### src/hdl/swsfr_pkg.sv
// Shared types, constants and helpers of the single-wire sensor frame reader.
package swsfr_pkg;

    localparam int FRAME_BITS  = 40;
    localparam int NBYTES      = (FRAME_BITS - 8) / 8;
    localparam int BIT_INDEX_W = $clog2(FRAME_BITS);
    localparam int CFG_DATA_W  = 22;
    localparam int CFG_INDEX_W = 3;

    localparam logic [15:0] START_LOW_RESET    = 16'd20000;
    localparam logic [7:0]  RELEASE_RESET      = 8'd30;
    localparam logic [15:0] TIMEOUT_RESET      = 16'd20000;
    localparam logic [7:0]  THRESHOLD_RESET    = 8'd50;
    localparam logic [21:0] MIN_INTERVAL_RESET = 22'd2000000;

    typedef enum logic [CFG_INDEX_W-1:0] {
        CFG_START_LOW    = 3'd0,
        CFG_RELEASE      = 3'd1,
        CFG_TIMEOUT      = 3'd2,
        CFG_THRESHOLD    = 3'd3,
        CFG_MIN_INTERVAL = 3'd4
    } swsfr_cfg_index_t;

    typedef enum logic [1:0] {
        STAT_OK       = 2'd0,
        STAT_TIMEOUT  = 2'd1,
        STAT_CHECKSUM = 2'd2
    } swsfr_status_t;

    typedef enum logic [3:0] {
        PH_IDLE     = 4'd0,
        PH_LOW      = 4'd1,
        PH_HIGH     = 4'd2,
        PH_RESP_A   = 4'd3,
        PH_RESP_B   = 4'd4,
        PH_RESP_C   = 4'd5,
        PH_BIT_LOW  = 4'd6,
        PH_BIT_HIGH = 4'd7
    } swsfr_phase_t;

    typedef struct packed {
        logic [15:0] start_low_ticks;
        logic [7:0]  release_ticks;
        logic [15:0] response_timeout;
        logic [7:0]  one_threshold;
        logic [21:0] min_interval;
    } swsfr_cfg_t;

    typedef struct packed {
        logic start_req;
        logic line_level;
    } swsfr_in_t;

    typedef struct packed {
        logic        drive_enable;
        logic        drive_level;
        logic        busy_res;
        logic        done_res;
        logic [1:0]  status;
        logic [7:0]  byte_zero;
        logic [7:0]  byte_one;
        logic [7:0]  byte_two;
        logic [7:0]  byte_three;
    } swsfr_out_t;

    // Data byte k of a frame, first received bits first; zero past the data bytes.
    function automatic logic [7:0] frame_byte(input logic [FRAME_BITS-1:0] frame,
                                              input int k);
        logic [FRAME_BITS-1:0] sh;
        sh = '0;
        if (k < NBYTES)
        begin
            sh = frame >> (FRAME_BITS - 8 * (k + 1));
        end
        return sh[7:0];
    endfunction

endpackage

### src/hdl/swsfr_cfg.sv
// Configuration register file of the single-wire sensor frame reader.
module swsfr_cfg (
    input  logic                           clk,
    input  logic                           rst_n,
    input  logic                           cfg_write,
    input  logic [swsfr_pkg::CFG_INDEX_W-1:0] cfg_index,
    input  logic [swsfr_pkg::CFG_DATA_W-1:0]  cfg_data,
    output swsfr_pkg::swsfr_cfg_t          cfg
);
    import swsfr_pkg::*;

    swsfr_cfg_t cfg_reg;
    swsfr_cfg_t cfg_next;

    always_comb
    begin
        cfg_next = cfg_reg;
        if (cfg_write)
        begin
            case (cfg_index)
                CFG_START_LOW:    cfg_next.start_low_ticks  = cfg_data[15:0];
                CFG_RELEASE:      cfg_next.release_ticks    = cfg_data[7:0];
                CFG_TIMEOUT:      cfg_next.response_timeout = cfg_data[15:0];
                CFG_THRESHOLD:    cfg_next.one_threshold    = cfg_data[7:0];
                CFG_MIN_INTERVAL: cfg_next.min_interval     = cfg_data[21:0];
                default:          cfg_next = cfg_reg;
            endcase
        end
    end

    always_ff @(posedge clk or negedge rst_n)
    begin
        if (!rst_n)
        begin
            cfg_reg.start_low_ticks  <= START_LOW_RESET;
            cfg_reg.release_ticks    <= RELEASE_RESET;
            cfg_reg.response_timeout <= TIMEOUT_RESET;
            cfg_reg.one_threshold    <= THRESHOLD_RESET;
            cfg_reg.min_interval     <= MIN_INTERVAL_RESET;
        end
        else
        begin
            cfg_reg <= cfg_next;
        end
    end

    assign cfg = cfg_reg;

endmodule

### src/hdl/swsfr_core.sv
// Protocol sequencer: line timing, bit capture, checksum and result per item.
module swsfr_core (
    input  logic                  clk,
    input  logic                  rst_n,
    input  swsfr_pkg::swsfr_cfg_t cfg,
    input  logic                  accept,
    input  swsfr_pkg::swsfr_in_t  item,
    output swsfr_pkg::swsfr_out_t result
);
    import swsfr_pkg::*;

    swsfr_phase_t           phase_reg, phase_next;
    logic [15:0]            drive_reg, drive_next;
    logic [15:0]            deadline_reg, deadline_next;
    logic [15:0]            high_time_reg, high_time_next;
    logic [BIT_INDEX_W-1:0] bit_index_reg, bit_index_next;
    logic [FRAME_BITS-1:0]  frame_reg, frame_next;
    logic [21:0]            since_reg, since_next;

    logic                   too_soon, start_ok, low_tick, low_end, high_end;
    logic [15:0]            drive_inc, low_limit, high_time_inc;
    logic [16:0]            elapsed;
    logic                   in_resp, advanced, timed_out, last_bit, frame_end;
    logic                   bit_val, checksum_ok, success;
    logic [FRAME_BITS-1:0]  frame_shift;
    logic [7:0]             byte_sum;

    assign too_soon  = since_reg < cfg.min_interval;
    assign start_ok  = (phase_reg == PH_IDLE) && item.start_req && !too_soon;
    assign low_tick  = start_ok || (phase_reg == PH_LOW);
    assign drive_inc = (start_ok ? 16'd0 : drive_reg) + 16'd1;
    assign low_limit = (cfg.start_low_ticks == 16'd0) ? 16'd1 : cfg.start_low_ticks;
    assign low_end   = low_tick && (drive_inc >= low_limit);
    assign high_end  = (phase_reg == PH_HIGH) && (drive_inc >= {8'd0, cfg.release_ticks});

    assign in_resp = (phase_reg == PH_RESP_A) || (phase_reg == PH_RESP_B) ||
                     (phase_reg == PH_RESP_C) || (phase_reg == PH_BIT_LOW) ||
                     (phase_reg == PH_BIT_HIGH);
    assign elapsed = {1'b0, deadline_reg} + 17'd1;

    assign high_time_inc = (high_time_reg == 16'hFFFF) ? high_time_reg
                                                       : high_time_reg + 16'd1;
    assign bit_val     = high_time_inc > {8'd0, cfg.one_threshold};
    assign frame_shift = {frame_reg[FRAME_BITS-2:0], bit_val};
    assign last_bit    = bit_index_reg >= BIT_INDEX_W'(FRAME_BITS - 1);

    always_comb
    begin
        case (phase_reg)
            PH_RESP_A:   advanced = !item.line_level;
            PH_RESP_B:   advanced = item.line_level;
            PH_RESP_C:   advanced = !item.line_level;
            PH_BIT_LOW:  advanced = item.line_level;
            PH_BIT_HIGH: advanced = !item.line_level;
            default:     advanced = 1'b0;
        endcase
    end

    assign timed_out = in_resp && !advanced && (elapsed > {1'b0, cfg.response_timeout});
    assign frame_end = (phase_reg == PH_BIT_HIGH) && !item.line_level && last_bit;

    always_comb
    begin
        byte_sum = 8'd0;
        for (int k = 0; k < NBYTES; k++)
        begin
            byte_sum = byte_sum + frame_byte(frame_shift, k);
        end
    end

    assign checksum_ok = byte_sum == frame_shift[7:0];
    assign success     = frame_end && checksum_ok;

    // Next state
    always_comb
    begin
        phase_next     = phase_reg;
        drive_next     = drive_reg;
        deadline_next  = deadline_reg;
        high_time_next = high_time_reg;
        bit_index_next = bit_index_reg;
        frame_next     = frame_reg;

        case (phase_reg)
            PH_IDLE:
            begin
                if (start_ok)
                begin
                    frame_next     = '0;
                    bit_index_next = '0;
                    high_time_next = '0;
                    phase_next     = PH_LOW;
                end
            end
            PH_LOW:
            begin
                phase_next = PH_LOW;
            end
            PH_HIGH:
            begin
                drive_next = drive_inc;
                if (high_end)
                begin
                    phase_next    = PH_RESP_A;
                    deadline_next = '0;
                end
            end
            PH_RESP_A, PH_RESP_B, PH_RESP_C, PH_BIT_LOW, PH_BIT_HIGH:
            begin
                deadline_next = elapsed[16] ? 16'hFFFF : elapsed[15:0];
                case (phase_reg)
                    PH_RESP_A:
                    begin
                        if (advanced) phase_next = PH_RESP_B;
                    end
                    PH_RESP_B:
                    begin
                        if (advanced) phase_next = PH_RESP_C;
                    end
                    PH_RESP_C:
                    begin
                        if (advanced)
                        begin
                            phase_next     = PH_BIT_LOW;
                            bit_index_next = '0;
                        end
                    end
                    PH_BIT_LOW:
                    begin
                        if (advanced)
                        begin
                            phase_next     = PH_BIT_HIGH;
                            high_time_next = '0;
                        end
                    end
                    default:
                    begin
                        high_time_next = high_time_inc;
                        if (advanced)
                        begin
                            frame_next = frame_shift;
                            if (last_bit)
                            begin
                                phase_next = PH_IDLE;
                            end
                            else
                            begin
                                bit_index_next = bit_index_reg + BIT_INDEX_W'(1);
                                phase_next     = PH_BIT_LOW;
                            end
                        end
                    end
                endcase
                if (timed_out)
                begin
                    phase_next = PH_IDLE;
                end
            end
            default:
            begin
                phase_next = PH_IDLE;
            end
        endcase

        // Start pulse count, shared by the start tick and the low phase
        if (low_tick)
        begin
            drive_next = drive_inc;
            if (low_end)
            begin
                drive_next = '0;
                if (cfg.release_ticks == 8'd0)
                begin
                    phase_next    = PH_RESP_A;
                    deadline_next = '0;
                end
                else
                begin
                    phase_next = PH_HIGH;
                end
            end
        end
    end

    always_comb
    begin
        if (success)
            since_next = '0;
        else if (since_reg != 22'h3FFFFF)
            since_next = since_reg + 22'd1;
        else
            since_next = since_reg;
    end

    // Outputs
    always_comb
    begin
        result              = '0;
        result.drive_enable = low_tick || (phase_reg == PH_HIGH);
        result.drive_level  = (phase_reg == PH_HIGH);
        result.busy_res     = (phase_next != PH_IDLE);
        if ((phase_reg == PH_IDLE) && item.start_req && too_soon)
        begin
            result.done_res = 1'b1;
            result.status   = STAT_TIMEOUT;
        end
        else if (timed_out)
        begin
            result.done_res = 1'b1;
            result.status   = STAT_TIMEOUT;
        end
        else if (frame_end)
        begin
            result.done_res   = 1'b1;
            result.status     = checksum_ok ? STAT_OK : STAT_CHECKSUM;
            result.byte_zero  = frame_byte(frame_shift, 0);
            result.byte_one   = frame_byte(frame_shift, 1);
            result.byte_two   = frame_byte(frame_shift, 2);
            result.byte_three = frame_byte(frame_shift, 3);
        end
    end

    always_ff @(posedge clk or negedge rst_n)
    begin
        if (!rst_n)
        begin
            phase_reg     <= PH_IDLE;
            drive_reg     <= '0;
            deadline_reg  <= '0;
            high_time_reg <= '0;
            bit_index_reg <= '0;
            frame_reg     <= '0;
            since_reg     <= '0;
        end
        else if (accept)
        begin
            phase_reg     <= phase_next;
            drive_reg     <= drive_next;
            deadline_reg  <= deadline_next;
            high_time_reg <= high_time_next;
            bit_index_reg <= bit_index_next;
            frame_reg     <= frame_next;
            since_reg     <= since_next;
        end
    end

endmodule

### src/hdl/swsfr_out_reg.sv
// Result register stage with valid/ready towards the consumer.
module swsfr_out_reg (
    input  logic                  clk,
    input  logic                  rst_n,
    input  logic                  load,
    input  swsfr_pkg::swsfr_out_t result,
    output logic                  room,
    output logic                  out_valid,
    input  logic                  out_ready,
    output swsfr_pkg::swsfr_out_t out_item
);
    import swsfr_pkg::*;

    logic       valid_reg, valid_next;
    swsfr_out_t data_reg;

    assign room = !valid_reg || out_ready;

    always_comb
    begin
        if (load)
            valid_next = 1'b1;
        else if (out_ready)
            valid_next = 1'b0;
        else
            valid_next = valid_reg;
    end

    always_ff @(posedge clk or negedge rst_n)
    begin
        if (!rst_n)
            valid_reg <= 1'b0;
        else
            valid_reg <= valid_next;
    end

    always_ff @(posedge clk)
    begin
        if (load)
            data_reg <= result;
    end

    assign out_valid = valid_reg;
    assign out_item  = data_reg;

endmodule

### src/hdl/single_wire_sensor_frame_reader.sv
// Top level of the single-wire sensor frame reader.
//
// Each input item is one microsecond tick carrying the sampled data line level and a start
// request; each item yields exactly one result item, registered, in the cycle after it is
// accepted. On a start request while idle the reader refuses at once with timeout status if
// fewer than min_interval ticks have passed since reset or the last good read; otherwise it drives the
// line low for start_low_ticks ticks (zero acts as one), high for release_ticks ticks, then
// releases it and follows the sensor's three response levels and the data bits, MSB first.
// A bit reads as one when its high time exceeds one_threshold. Everything after the release
// must finish within response_timeout ticks, and the last byte must equal the sum modulo 256
// of the data bytes before it. The four data bytes appear only on the done item of a
// complete frame. Throughput is one item per cycle: all per-tick work is a single pass
// through the sequencer between its state registers and the result register, and the input
// side stalls only while the result register holds an item the consumer has not taken.
// Configuration registers are written by index and take effect on the next item; write them
// only while no read is in progress.
module single_wire_sensor_frame_reader (
    input  logic                              clk,
    input  logic                              rst_n,
    input  logic                              in_valid,
    output logic                              in_ready,
    input  swsfr_pkg::swsfr_in_t              in_item,
    output logic                              out_valid,
    input  logic                              out_ready,
    output swsfr_pkg::swsfr_out_t             out_item,
    input  logic                              cfg_write,
    input  logic [swsfr_pkg::CFG_INDEX_W-1:0] cfg_index,
    input  logic [swsfr_pkg::CFG_DATA_W-1:0]  cfg_data
);
    import swsfr_pkg::*;

    swsfr_cfg_t cfg;
    swsfr_out_t result;
    logic       accept;
    logic       room;

    // Take a tick whenever the result register is free or being emptied this cycle
    assign in_ready = room;
    assign accept   = in_valid && room;

    swsfr_cfg u_cfg (
        .clk       (clk),
        .rst_n     (rst_n),
        .cfg_write (cfg_write),
        .cfg_index (cfg_index),
        .cfg_data  (cfg_data),
        .cfg       (cfg)
    );

    // Sequencer state advances only on accepted ticks
    swsfr_core u_core (
        .clk    (clk),
        .rst_n  (rst_n),
        .cfg    (cfg),
        .accept (accept),
        .item   (in_item),
        .result (result)
    );

    swsfr_out_reg u_out (
        .clk       (clk),
        .rst_n     (rst_n),
        .load      (accept),
        .result    (result),
        .room      (room),
        .out_valid (out_valid),
        .out_ready (out_ready),
        .out_item  (out_item)
    );

`ifndef SYNTHESIS
    // A finished read never reports itself still busy
    assert property (@(posedge clk) disable iff (!rst_n)
        out_valid && out_item.done_res |-> !out_item.busy_res)
        else $error("done item reports busy");

    // Status and the first data byte stay clear on items that do not end a read
    assert property (@(posedge clk) disable iff (!rst_n)
        out_valid && !out_item.done_res |->
            (out_item.status == STAT_OK) && (out_item.byte_zero == 8'd0))
        else $error("status or data set without done");

    // The line is driven high only while the block owns it
    assert property (@(posedge clk) disable iff (!rst_n)
        out_valid && out_item.drive_level |-> out_item.drive_enable)
        else $error("drive level set without drive enable");

    // The input side stalls only behind a held result
    assert property (@(posedge clk) disable iff (!rst_n)
        !in_ready |-> out_valid && !out_ready)
        else $error("input stalled with free result register");
`endif

endmodule
### config.mk
export PLATFORM = sky130hd
export DESIGN_NAME = single_wire_sensor_frame_reader
export DESIGN_NICKNAME = d
export VERILOG_FILES = /design/src/hdl/swsfr_pkg.sv /design/src/hdl/swsfr_cfg.sv /design/src/hdl/swsfr_core.sv /design/src/hdl/swsfr_out_reg.sv /design/src/hdl/single_wire_sensor_frame_reader.sv
export SDC_FILE = /design/constraint.sdc
export NUM_CORES = 1
export LEC_CHECK = 0
export BUFFER_PORTS_ARGS = -buffer_cell sky130_fd_sc_hd__buf_4
export CAP_MARGIN = 20
export CELL_PAD_IN_SITES_DETAIL_PLACEMENT = 1
export CELL_PAD_IN_SITES_GLOBAL_PLACEMENT = 2
export CORE_MARGIN = 2
export CORE_UTILIZATION = 41
export CTS_BUF_LIST = sky130_fd_sc_hd__clkbuf_8
export DETAILED_ROUTE_END_ITERATION = 16
export PLACE_DENSITY_LB_ADDON = 0.1
export SKIP_CTS_REPAIR_TIMING = 1
export SYNTH_ARGS = -nofsm -noshare
export SYNTH_HDL_FRONTEND = slang
export SYNTH_SLANG_ARGS = --single-unit
export TNS_END_PERCENT = 30
### constraint.sdc
create_clock -name clk -period 5.3 [get_ports clk]
set_input_delay 1.06 -clock clk [delete_from_list [all_inputs] [get_ports clk]]
set_output_delay 1.06 -clock clk [all_outputs]
set_load 0.005 [all_outputs]
==> results.yml <==
logic_synthesis:
  syn_inst: 1374
  yosysSeqAreaShare_pct: 46.1
  synth_edf_count: 38
  yosys_warnings: 0
  ys_seq_elements: 228
  synth_area_um2: 12800
  async_reset_ff_share_pct: 83.3
  synth_ff_type: "dfrtp_1"
  synth_nets: 1501
  avgSynthCellArea_um2: 9.35
  yosysUniqueCellTypes: 71
power:
  power_leakage_nw: 6.81
  powerDensity_nw_per_um2: 338
  peakVddDrop_uv: 183
cells_and_area:
  num_antenna_cells: 0
  utilization_pct: 48.6
  filler_cell_count: 3590
  fin_nets: 1610
  largest_register_ffs: 70
  final_cells: 1911
  final_cell_area_um2: 14900
  syn2layout_area_growth_pct: 16.4
  drive_gt1_share_pct: 16.3
  final_cell_mix: "nand2_1 (233), dfrtp_1 (166), o21ai_0 (142)"
  final_common_cell: "nand2_1"
sta:
  rsz0062_at_grt: "true"
  slew_viol_final: 0
  fin_crit_ps: 5000
  fin_crit_sh_pct: 94.4
  fmaxAchievable_ghz: 0.200
  hold_violations: 0
  setup_viol: 0
  timing_worst_slew_pin_value_ps: 986
  slew_headroom_pct: 33.8
  finalClockSkew_ps: 28.4
worst_setup_path:
  startpoint_type: "register"
  cp.required_ps: 5750
  crit_type: "reg -> reg"
  path_max_fanout: 8
  setup.worst_path.end_class: "register"
  cp.arrival_ps: 5450
global_routing:
  grt_antenna_before_repair: 0
  grt_max_degree: 79
  grt_first_pass_wirelength_um: 58900
  grt_remaining_overflow: 0
  grt_pass1_vias: 10805
  gr-usage-all-layers_pct: 22.5
routing:
  drt_first_pass_iters: 4
  totalWireLength_um: 35800
  drtIter0Drc: 514
  vias: 10438
  wl_per_cell_um: 18.8
  ant_nets: 0
  drc: 0
  drt-vias-per-instance: 5.46
floorplanning:
  die-area_um2: 32800
  core_um2: 30700
  die_w_um: 181
  pin_count: 72
  chipHeight_um: 181
  initial_utilization_pct: 41.8
  rows: 64
run_status:
  status: "complete, no violations"
cts:
  clkLatencyLatePin_ps: 590
  clk_pin_slew_ps: 50
  cts-buffers-inserted: 43
  clkSinkCount: 228
  cts_tree: "built"
  cts-root-buf: "clkbuf_8"
  clockBufferDepth: 3
  cts_max_level: 2
placed_design:
  hpwl_um: 26200
  gp_congestion: 0.797
  place_area_um2: 14000
  dp_cells: 1832
  place.port_buffers: 71
hold_path:
  hold_path.class: "in -> async"
job:
  max-cap-violations: 0
[critical path, stage by stage, from the launching register on]
cell	delay, ps
dfstp_2	510
inv_1	40
ha_1	310
nand4_1	140
nor2_2	160
nand4_1	130
o211ai_1	210
buf_4	180
nand3_1	130
and2_1	200
ha_1	200
and3_4	200
and3_4	200
nand2_1	100
xor2_1	160
nor2_1	60
ha_1	310
nand4_1	100
a211o_1	250
o31ai_2	290
and3_1	230
and3_4	240
o31ai_4	90
buf_12	160
a221o_1	290
[layer usage]
layer	routed length (um)	part of all wire (%)	up-vias	global-route usage, %
li1	-	-	5004	-
met1	17600	49	5231	32.0
met2	16300	45	160	35.8
met3	1220	3.4	43	3.37
met4	743	2.1	0	6.31
met5	0	0	-	0
[power by group]
group / switching [mW] / internal, mW / total, mW
logic: 0.739 / 0.461 / 1.20
clock network: 0.782 / 0.900 / 1.68
registers: 0.161 / 2.01 / 2.17
total: 1.68 / 3.37 / 5.05
[area by class of cell]
class / instances / area (um2) / share of cell area, %
clock buffer: 53 / 729 / 4.88
tap: 396 / 495 / 3.31
multi-input combinational: 1010 / 6490 / 43.4
timing repair buffer: 115 / 882 / 5.90
clock inverter: 24 / 106 / 0.711
sequential: 228 / 5930 / 39.6
inverter: 85 / 319 / 2.13
[cells in the mapped netlist, drive strengths merged, types with 4 or more instances]
cell type,number,area share (%)
nand3,45,1.8
mux2,13,1.1
a31oi,12,0.58
nand4,26,1.3
fa,14,2.2
a21oi,48,1.9
a211oi,5,0.33
nor3,18,0.74
nor2b,9,0.44
nand2,234,6.9
or3,4,0.19
dfstp,24,4.9
and2,39,1.9
o21ai,152,5.9
nor4,11,0.58
mux2i,5,0.39
or2,4,0.19
xor2,29,2.0
nor2,94,2.7
o31ai,19,1.2
nor3b,5,0.29
edfxtp,38,8.9
o41ai,9,0.61
inv,85,2.5
and3,18,0.95
a22o,6,0.41
clkbuf,45,1.3
xnor2,42,2.9
a21boi,4,0.23
dfrtp,166,32
o211ai,5,0.29
ha,81,7.9
a21o,7,0.41
nand2b,9,0.44
buf,6,0.28
and4,4,0.28
[kinds of logic (layout without fill, tap and decap cells)]
kind of cell               count (synthesis)  after routing  synth area share [%]
muxes                                     18             18                  1.53
and+or+nand+nor                          529            529                  19.3
buffers and inverters                    136            277                  4.08
xor gates and xnor gates                  71             71                  4.84
DFF                                      228            228                  46.1
adders and majority gates                 95             95                  10.1
AOI/OAI and AO/OA                        297            297                  14.0
[per-stage QoR]
step           setup WS [ps]  hold slack, ps  TNS, ps  total power, mW
5_1_grt                -82.5             531     -174             5.37
2_1_floorplan            475             468        0             2.91
3_3_place_gp             136             490        0             3.35
6_report                 295             486        0             5.05
3_5_place_dp             122             498        0             3.39
4_1_cts                 73.4             500        0             5.11
[path summary, 6_finish.rpt]
kind                            slack, ps                endpoint     startpoint  depth (start not counted)
worst max-delay path                  300  u_core.deadline_reg[2]  u_cfg.cfg[20]                         24
worst min-delay path                  490    u_core.drive_reg[10]          rst_n                          1
worst max register to register        300  u_core.deadline_reg[2]  u_cfg.cfg[20]                         24
worst min register to register        510           u_cfg.cfg[24]  u_cfg.cfg[24]                          1
max in group asynchronous            3660           u_cfg.cfg[34]          rst_n                          2
min in group clk                      510           u_cfg.cfg[24]  u_cfg.cfg[24]                          1
(Power assumes the default switching activity.)
